[config.mk]
export PLATFORM = sky130hd
export DESIGN_NAME = rci_delay
export DESIGN_NICKNAME = d
export VERILOG_FILES = /design/src/ray_circle_intersection_macros.svh /design/src/rci_pkg.sv /design/src/rci_delay.sv
export SDC_FILE = /design/constraint.sdc
export NUM_CORES = 1
export LEC_CHECK = 0
export BUFFER_PORTS_ARGS = -buffer_cell sky130_fd_sc_hd__clkbuf_2
export CORE_ASPECT_RATIO = 0.7
export CORE_MARGIN = 3
export CORE_UTILIZATION = 41
export DETAILED_ROUTE_END_ITERATION = 8
export GPL_ROUTABILITY_DRIVEN = 0
export GPL_TIMING_DRIVEN = 0
export SYNTH_ARGS = -nofsm -noshare
export SYNTH_HDL_FRONTEND = slang
export SYNTH_SLANG_ARGS = --single-unit
export TNS_END_PERCENT = 5
[constraint.sdc]
create_clock -name clk_i -period 2 [get_ports clk_i]
set_input_delay 0.4 -clock clk_i [delete_from_list [all_inputs] [get_ports clk_i]]
set_output_delay 0.4 -clock clk_i [all_outputs]
set_load 0.005 [all_outputs]
[src/ray_circle_intersection_macros.svh]
`ifndef RAY_CIRCLE_INTERSECTION_MACROS_SVH
`define RAY_CIRCLE_INTERSECTION_MACROS_SVH

// property that must hold at every sampled edge
`define RCI_ASSERT(lbl, prop, msg) \
  lbl: assert property (@(posedge clk_i) disable iff (!rst_ni) (prop)) else $error(msg);

// condition in one cycle implies consequence in the next
`define RCI_ASSERT_NEXT(lbl, pre, post, msg) \
  lbl: assert property (@(posedge clk_i) disable iff (!rst_ni) (pre) |=> (post)) else $error(msg);

`endif

[src/rci_pkg.sv]
package rci_pkg;

  localparam int CoordW  = 32;
  localparam int DirW    = 19;
  localparam int RadW    = 31;
  localparam int DiffW   = 33;
  localparam int ProdW   = 52;
  localparam int SqW     = 65;
  localparam int Dist2W  = 66;
  localparam int UuW     = 37;
  localparam int AnW     = 38;
  localparam int R2W     = 62;
  localparam int PnW     = 53;
  localparam int MagW    = 52;
  localparam int ArW     = AnW + R2W;
  localparam int NumW    = 2 * MagW;
  localparam int QuoW    = 64;
  localparam int RootW   = QuoW / 2;
  localparam int LenW    = 32;
  localparam int CfgIdxW = 2;
  localparam int DivLat  = QuoW + 1;
  localparam int SqrtLat = RootW;

  localparam logic [RadW-1:0] RADIUS_RESET = 31'd65536;
  localparam logic [R2W-1:0]  RR2_RESET    = 62'h1_0000_0000;

  typedef enum logic [CfgIdxW-1:0] {
    CFG_CENTER_X = 2'd0,
    CFG_CENTER_Y = 2'd1,
    CFG_RADIUS   = 2'd2
  } cfg_reg_e;

  typedef struct packed {
    logic valid;
    logic in_circ;
    logic hit_ok;
    logic pn_neg;
  } side_t;

endpackage

[src/rci_delay.sv]
module rci_delay #(
  parameter int DEPTH = 96
) (
  input  logic           clk_i,
  input  logic           rst_ni,
  input  logic           en_i,
  input  rci_pkg::side_t side_i,
  output rci_pkg::side_t side_o
);

  rci_pkg::side_t pipe_q [DEPTH];

  always_ff @(posedge clk_i or negedge rst_ni) begin
    if (!rst_ni) begin
      for (int k = 0; k < DEPTH; k++) begin
        pipe_q[k] <= '0;
      end
    end else if (en_i) begin
      pipe_q[0] <= side_i;
      for (int k = 1; k < DEPTH; k++) begin
        pipe_q[k] <= pipe_q[k-1];
      end
    end
  end

  assign side_o = pipe_q[DEPTH-1];

endmodule

==> run metrics <==
total design power 18.14 mW; count of port buffers added during placement 9; count of warnings emitted by yosys 0; share of layout cells above drive strength 1 0.5526; routed length per instance 14.35 um; top layer used by detailed routing met4; Inserted Clock Buffers 37; sinks on the clock net 384; proportion of synthesized chip area in sequential cells 0.6625; GRT Total Usage 0.1101; number of synthesized register bits 384; DR WL met3 678 um; Total Wirelength 19.49 mm; number of nets at the end of the flow 874; buffers inserted by post-CTS timing repair 0; Clock Skew 0.02058 ns; CP max stage cell sky130_fd_sc_hd__dfrtp_1; number of primary I/O pins 11; sequence of cells on the critical path buf_4 -> clkbuf_2; Yosys cell types 7; number of failing hold endpoints at the final stage 61; row count 56; pin count of the biggest net entering global routing 115; detailed-route DRC error count 0; cells resized by post-CTS repair 0; standby leakage power 8.230 nW; proportion of power drawn by the clock network 0.409; most common cell after layout, fill and taps aside sky130_fd_sc_hd__dfrtp_1; max_slew headroom 0.6371; final setup fails 0; worst path required time 1.60 ns; initial core utilization 0.4242; critical path peak fanout 2; antenna violation net count after detailed routing 0; post-route minimum period 1.567 ns; synthesized area per cell 17.80 um^2; Power Dens Cells 1095 nW/um^2; CTS clk-pin slew, worst paths 0.06 ns; Tightest Hold Check Type input pin to asynchronous set/reset pin; synth-to-layout area growth 14.17%; Peak Freq 638.3 MHz; combinational group share of total power 0.082; CP Data Arrival Time 1.17 ns; Setup WS post-layout 0.4334 ns; placeable core area 34190 um^2; Gate Count Post-Synth 815; worst setup slack before clock tree synthesis -0.4150 ns; cell at the root of the clock tree sky130_fd_sc_hd__clkbuf_16; launching point of the worst reg2reg path pipe_q[106]$_DFFE_PN0P_; top cell family by delay on the critical path flip-flops; most frequent cells in the layout sky130_fd_sc_hd__dfrtp_1, sky130_fd_sc_hd__mux2_2, sky130_fd_sc_hd__buf_6, sky130_fd_sc_hd__clkbuf_16, sky130_fd_sc_hd__mux2_4; remaining global-route overflow 0; die height 163.4 um; final core area utilization 0.4843; crit share post-route 0.7833; global-route wire length before repair 34.54 mm; buffers from clock root to sink, at most 3; number of antenna diodes 0; reported net switching power 3.853 mW; failing checks hold timing; met2 WL 8.199 mm; switching portion of total power 0.2125; via count of the first global-routing pass 6969; source-to-sink clock delay at the later pin of the worst-skew pair 0.53 ns; Horiz. Die Dim 230.8 um; sequential group share of total power 0.509; worst path buffer plus inverter count 2; detailed-routing wirelength on met1 10.12 mm; TritonCTS clock tree yes; class of the most critical setup path flop to output port; capture instance of the worst register-to-register path pipe_q[102]$_DFFE_PN0P_; Via density 4.716; critical path launch point type flop; HPWL after detailed placement 11.73 mm; number of max-slew violations in the final report 0; unrepaired setup endpoints after global routing false; Worst R2R Setup Slack 1.16 ns; Worst VDD drop 0.5297 mV; Filler cells 2980; outcome finished with violations; Clock H-tree levels 2; Syn Std Cell Area 14500 um^2; synthesized net count 822; endpoint kind of the worst setup timing path output port; die outline area 37700 um^2; antenna violations before repair 0; actual slew at the worst max-slew pin 0.5444 ns; R2R cell count 1; highest cell delay on the worst timing path 0.40 ns; cell internal power dissipation 14.28 mW; DRC marker count from the first detailed-route iteration 353; max-cap check violation count 0; via count 6404; first-pass iteration count of the detailed router 3; Hold Worst Slack -0.1500 ns
==> sequential cells by signal, indices dropped and copies added, names as in the netlist <==
register  cells
pipe_q      380
side_o        4
==> metrics by stage <==
step / std cells / cell area, um^2 / TNS [ns]
floorplan: 815 / 14500 / 0
global placement: 1288 / 15130 / -2980.52
detailed placement: 1291 / 15220 / -44.98
CTS: 1357 / 16530 / 0
global route: 1358 / 16560 / 0
finish: 1358 / 16560 / 0
==> synth_stat cells <==
cell type                 count  area share
sky130_fd_sc_hd__mux2_4      20       0.021
sky130_fd_sc_hd__buf_2        3      0.0010
sky130_fd_sc_hd__mux2_1      10      0.0078
sky130_fd_sc_hd__mux2_2     354        0.27
sky130_fd_sc_hd__buf_6       40       0.031
sky130_fd_sc_hd__buf_4        4      0.0021
sky130_fd_sc_hd__dfrtp_1    384        0.66
==> logic make-up (layout without fill, tap and decap cells) <==
kind of cell | after synthesis | count (layout) | synth area share
multiplexers | 384 | 384 | 0.3033
buffers and inverters | 47 | 126 | 0.03416
flip-flops | 384 | 384 | 0.6625
==> area by class of cell <==
cell class / instances / area (um^2) / area share
Buffer: 47 / 495.5 / 0.02992
Tap cell: 464 / 580.6 / 0.03506
Timing Repair Buffer: 13 / 161.4 / 0.009747
Multi-Input combinational cell: 384 / 4399 / 0.2657
Clock inverter: 12 / 191.4 / 0.01156
Clock buffer: 54 / 1122 / 0.06778
Sequential cell: 384 / 9609 / 0.5803
==> power groups by stage <==
stage / sequential, mW / combinational [mW] / clock, mW
CTS: 9.25 / 1.53 / 7.69
finish: 9.23 / 1.49 / 7.41
floorplan: 9.22 / 1.22 / 0
detailed placement: 9.39 / 1.53 / 0
global route: 9.38 / 1.66 / 8.03
global placement: 9.37 / 1.44 / 0
==> layer usage <==
metal / vias to the layer above / GRT usage
met4: 0 / 0.04025
li1: 2980 / -
met1: 3327 / 0.1598
met3: 43 / 0.02720
met2: 54 / 0.1608
met5: - / 0
==> how the worst max path moves through the flow <==
| stage | start | endpoint | cells after the start |
|---|---|---|---|
| after floorplan | en_i | pipe_q[35]$_DFFE_PN0P_ | 4 |
| after CTS | rst_ni | pipe_q[62]$_DFFE_PN0P_ | 4 |
| after global placement | rst_ni | pipe_q[58]$_DFFE_PN0P_ | 1 |
| final | side_o[3]$_DFFE_PN0P_ | side_o[3] | 2 |
| after detailed placement | rst_ni | pipe_q[62]$_DFFE_PN0P_ | 4 |
| after global routing | rst_ni | pipe_q[58]$_DFFE_PN0P_ | 4 |
No activity file was read; power rests on OpenSTA's default activity.
