<file path="config.mk">
export PLATFORM = sky130hd
export DESIGN_NAME = rci_sqrt
export DESIGN_NICKNAME = d
export VERILOG_FILES = /design/src/ray_circle_intersection_macros.svh /design/src/rci_sqrt.sv
export SDC_FILE = /design/constraint.sdc
export NUM_CORES = 2
export LEC_CHECK = 0
export ABC_CLOCK_PERIOD_IN_PS = 4300
export BUFFER_PORTS_ARGS = -buffer_cell sky130_fd_sc_hd__buf_4
export CORE_ASPECT_RATIO = 1.75
export CORE_MARGIN = 4
export CORE_UTILIZATION = 55
export CTS_CLUSTER_SIZE = 16
export DETAILED_ROUTE_END_ITERATION = 16
export PLACE_DENSITY = 0.74
export SLEW_MARGIN = 10
export SYNTH_ARGS = -nofsm -noshare
export SYNTH_HDL_FRONTEND = slang
export SYNTH_SLANG_ARGS = --single-unit
</file>
<file path="constraint.sdc">
create_clock -name clk_i -period 4.3 [get_ports clk_i]
set_clock_uncertainty 0.1 [all_clocks]
set_input_delay 0.43 -clock clk_i [delete_from_list [all_inputs] [get_ports clk_i]]
set_output_delay 0.43 -clock clk_i [all_outputs]
set_load 0.01 [all_outputs]
</file>
<file path="src/ray_circle_intersection_macros.svh">
`ifndef RAY_CIRCLE_INTERSECTION_MACROS_SVH
`define RAY_CIRCLE_INTERSECTION_MACROS_SVH

// property that must hold at every sampled edge
`define RCI_ASSERT(lbl, prop, msg) \
  lbl: assert property (@(posedge clk_i) disable iff (!rst_ni) (prop)) else $error(msg);

// condition in one cycle implies consequence in the next
`define RCI_ASSERT_NEXT(lbl, pre, post, msg) \
  lbl: assert property (@(posedge clk_i) disable iff (!rst_ni) (pre) |=> (post)) else $error(msg);

`endif

</file>
<file path="src/rci_sqrt.sv">
module rci_sqrt #(
  parameter int N = 32
) (
  input  logic           clk_i,
  input  logic           en_i,
  input  logic [2*N-1:0] rad_i,
  output logic [N-1:0]   root_o
);

  logic [N+1:0]   rem_d    [N];
  logic [N+1:0]   rem_q    [N];
  logic [N-1:0]   root_d   [N];
  logic [N-1:0]   root_q   [N];
  logic [2*N-1:0] rad_d    [N];
  logic [2*N-1:0] rad_q    [N];
  logic [N+1:0]   src_rem  [N];
  logic [N-1:0]   src_root [N];
  logic [2*N-1:0] src_rad  [N];
  logic [N+1:0]   part     [N];
  logic [N+1:0]   trial    [N];
  logic           ge       [N];

  // digit by digit root, two radicand bits per stage
  always_comb begin
    for (int k = 0; k < N; k++) begin
      if (k == 0) begin
        src_rem[k]  = '0;
        src_root[k] = '0;
        src_rad[k]  = rad_i;
      end else begin
        src_rem[k]  = rem_q[k-1];
        src_root[k] = root_q[k-1];
        src_rad[k]  = rad_q[k-1];
      end
      part[k]   = {src_rem[k][N-1:0], src_rad[k][2*N-1:2*N-2]};
      trial[k]  = {src_root[k], 2'b01};
      ge[k]     = part[k] >= trial[k];
      rem_d[k]  = ge[k] ? part[k] - trial[k] : part[k];
      root_d[k] = {src_root[k][N-2:0], ge[k]};
      rad_d[k]  = {src_rad[k][2*N-3:0], 2'b00};
    end
  end

  always_ff @(posedge clk_i) begin
    if (en_i) begin
      rem_q  <= rem_d;
      root_q <= root_d;
      rad_q  <= rad_d;
    end
  end

  assign root_o = root_q[N-1];

endmodule

</file>
==> flow_summary.toml <==
[run_status]
status = "finished clean"

[sta]
slew_violations = 0
finalCriticalPeriod_ns = 4.16
final-hold-violation-count = 0
slew_headroom = 0.284
clock.fmax_ghz = 0.240
setup_tns_ns = 0
worst_pin_slew_ns = 1.06
setup_viol = 0
period_share = 0.967
rsz0062_at_grt = "no"

[floorplan]
die-area_mm2 = 0.215
ios = 98
num_rows = 220
start_util = 0.554
die_y_um = 610
coreArea_mm2 = 0.206
die_x_um = 352

[logic_synthesis]
syn_area_mm2 = 0.114
yosysTopAreaCell = "edfxtp_1"
synth-edff-count = 2466
ys_seq_elements = 2466
ys_types = 86
yosysTopAreaCellShare = 0.649
yosysMostFrequentCell = "edfxtp_1"
yosysSeqAreaShare = 0.649
synthFlopType = "edfxtp_1"
ys_top_cells_by_count = "edfxtp_1 (2466), inv_1 (701), nor2_1 (567)"
yosys_warnings = 0
netlist_instances = 8746
avgSynthCellArea_um2 = 13.0
async_flop_share = 0
syn-num-nets = 9373
yosys-top-cells-area = "edfxtp_1 (65%), ha_1 (6.2%), xnor2_1 (3.1%), xor2_1 (3.0%), a21oi_1 (2.4%)"

[setup_path]
worstSetupEndpointType = "register"
crit_path_max_fanout = 4
r2r_slack_ns = 0.14
crit_path_start_kind = "register"
critPathSlowestCell = "a2111oi_0"
cp_cell_sequence = "ha_1, a21o_1, a21oi_1, o21ai_0, a31oi_1, o21ai_0, a32oi_1, and4_1, or3_1, a2111oi_0, xor2_1"
critPathMaxStageDelay_ns = 0.71
critPathRequiredTime_ns = 4.68
cpMostUsedCell = "o21ai_0"
crit_arrival_ns = 4.54
rr_endpoint = "part[303]$_DFFE_PP_"
crit_type = "register to register"
r2r.worst_path.cells = 11
r2r_start = "part[317]$_DFFE_PP_"

[route]
vias_per_cell = 5.78
drt_iter0_markers = 4092
wl_per_cell_um = 21.0
ant_nets = 0
via_count = 70000
routed_wl_um = 254000
post-route-drc-count = 0
firstDrtPassIters = 5

[pwr]
leakage_nw = 49.5
p_total_mw = 68.5
power_density_mw_per_mm2 = 535
ir_drop_mv = 0.441

[clocking]
htreeDepth = 4
path_clk_slew_ns = 0.07
clk_path_buf_depth = 4
cts_root_buf = "clkbuf_16"
cts_tree = "built"
cts_setup_buffers = 0
cts_sinks = 2466
cts-buffers-inserted = 223
clock_latency_ns = 0.86

[finish]
ff_latch_area_mm2 = 0.0741
layout-drive-gt1-share = 0.0928
fillers = 15200
instances_no_fill = 12100
finalNetCount = 9871
multi_input_area_mm2 = 0.0368
area_growth_pct = 12.3

[worst_hold_path]
min_path_type = "input pin to register"
whs_endpoint = "rad_d[1924]$_DFFE_PP_"
holdPathStages = 2
min_from = "rad_i[0]"

[job]
cap_violations = 0

[grt]
antenna_found_initial = 9
track_usage = 0.231
grt_pass1_vias = 73700
grt_pass1_wl_um = 389000
grt_start_max_net_pins = 159
gr-total-overflow = 0

[place]
dp_hpwl_um = 189000
portBuffers = 97
dp.cells = 11600
place.gp.congestion = 0.972
-- power breakdown --
| group | switching (mW) | internal (mW) | total [mW] |
|---|---|---|---|
| registers | 1.89 | 30.5 | 32.4 |
| clock network | 8.69 | 11.3 | 20.0 |
| logic | 9.24 | 6.81 | 16.0 |
| total | 19.8 | 48.7 | 68.5 |
-- cells by family (layout without fill, tap and decap cells) --
family	after synthesis	count (layout)	share of synthesized area
adder cells (fa/ha/maj)	561	561	0.0615
multiplexers	104	104	0.0101
AO/OA/AOI/OAI	1721	1721	0.0931
flip-flops	2466	2466	0.649
AND/OR/NAND/NOR	2239	2239	0.0968
buffers and inverters	866	1542	0.0286
XOR/XNOR	788	788	0.0605
other	1	16	0.0000329
-- worst max path at each step --
stage / start / end / slack [ns] / cells after the start
after floorplan: part[104]$_DFFE_PP_ / part[76]$_DFFE_PP_ / 0.73 / 12
after global placement: part[37]$_DFFE_PP_ / part[17]$_DFFE_PP_ / 0.24 / 11
after detailed placement: part[37]$_DFFE_PP_ / part[17]$_DFFE_PP_ / 0.19 / 12
after CTS: part[172]$_DFFE_PP_ / part[169]$_DFFE_PP_ / 0.08 / 13
after global routing: root_d[353]$_DFFE_PP_ / part[373]$_DFFE_PP_ / 0.01 / 14
final: part[317]$_DFFE_PP_ / part[303]$_DFFE_PP_ / 0.14 / 11
-- timing repair --
item | 4_1_cts | 5_1_grt
hold buffers | 66 | 0
resized for setup | 0 | 4
setup endpoints to repair | 0 | 20
endpoints found under the hold margin | 76 | 0
-- placed cells by master, fill, tap and decap left out, types with 42 or more instances in the layout --
cell type	n
buf_4	331
a21oi_1	546
nand2b_1	130
or2_2	51
a31oi_1	42
or3_1	87
edfxtp_1	2466
clkbuf_16	226
xor2_1	387
and3_1	51
clkinv_1	55
ha_1	560
mux2_2	92
nor4_1	111
nor2b_1	88
nand2_1	547
nand3_1	142
nor2_1	566
or4_1	43
o21a_1	102
a21o_1	218
inv_1	701
o21ai_0	437
dlygate4sd3_1	66
o21bai_1	46
nor3_1	197
nand4_1	94
xnor2_1	401
o31ai_1	53
-- per-stage QoR --
| stage | util | area [um2] | hold slack [ns] | setup WS, ns |
|---|---|---|---|---|
| 2_1_floorplan | - | 114000 | 0.300 | 0.730 |
| 3_3_place_gp | 0.583 | 120000 | 0.300 | 0.238 |
| 3_5_place_dp | 0.583 | 120000 | 0.305 | 0.189 |
| 4_1_cts | 0.622 | 128000 | 0.0809 | 0.0838 |
| 5_1_grt | 0.622 | 128000 | 0.118 | 0.0136 |
| 6_report | 0.622 | 128000 | 0.166 | 0.141 |
-- worst max-delay path, delay by kind of cell (launching register included) --
family                     cells  cell delay, ns
AOI/OAI and AO/OA              7            2.12
xor gates and xnor gates       1            0.14
and+or+nand+nor                2            0.71
adders and majority gates      1            0.32
DFF                            1            0.40
-- cell type report --
class	count	share of cell area
flip-flops and latches	2466	0.578
repair buffers	434	0.0304
multi-input cells	5414	0.288
clock inverters	144	0.0116
inverters	705	0.0207
diodes	15	0.000293
well taps	2664	0.0260
clock buffers	259	0.0451
-- state kept, by name, indices dropped and copies added (netlist names) --
name	count
part	1008
rad_d	930
root_d	496
root_o	32
-- layer usage --
metal	wire length (um)	vias up	track usage
met3	7470	940	0.0266
met1	73300	34000	0.181
li1	-	33300	-
met4	26400	0	0.204
met5	0	-	0
met2	147000	1775	0.478
No activity file was read; power rests on OpenSTA's default activity.
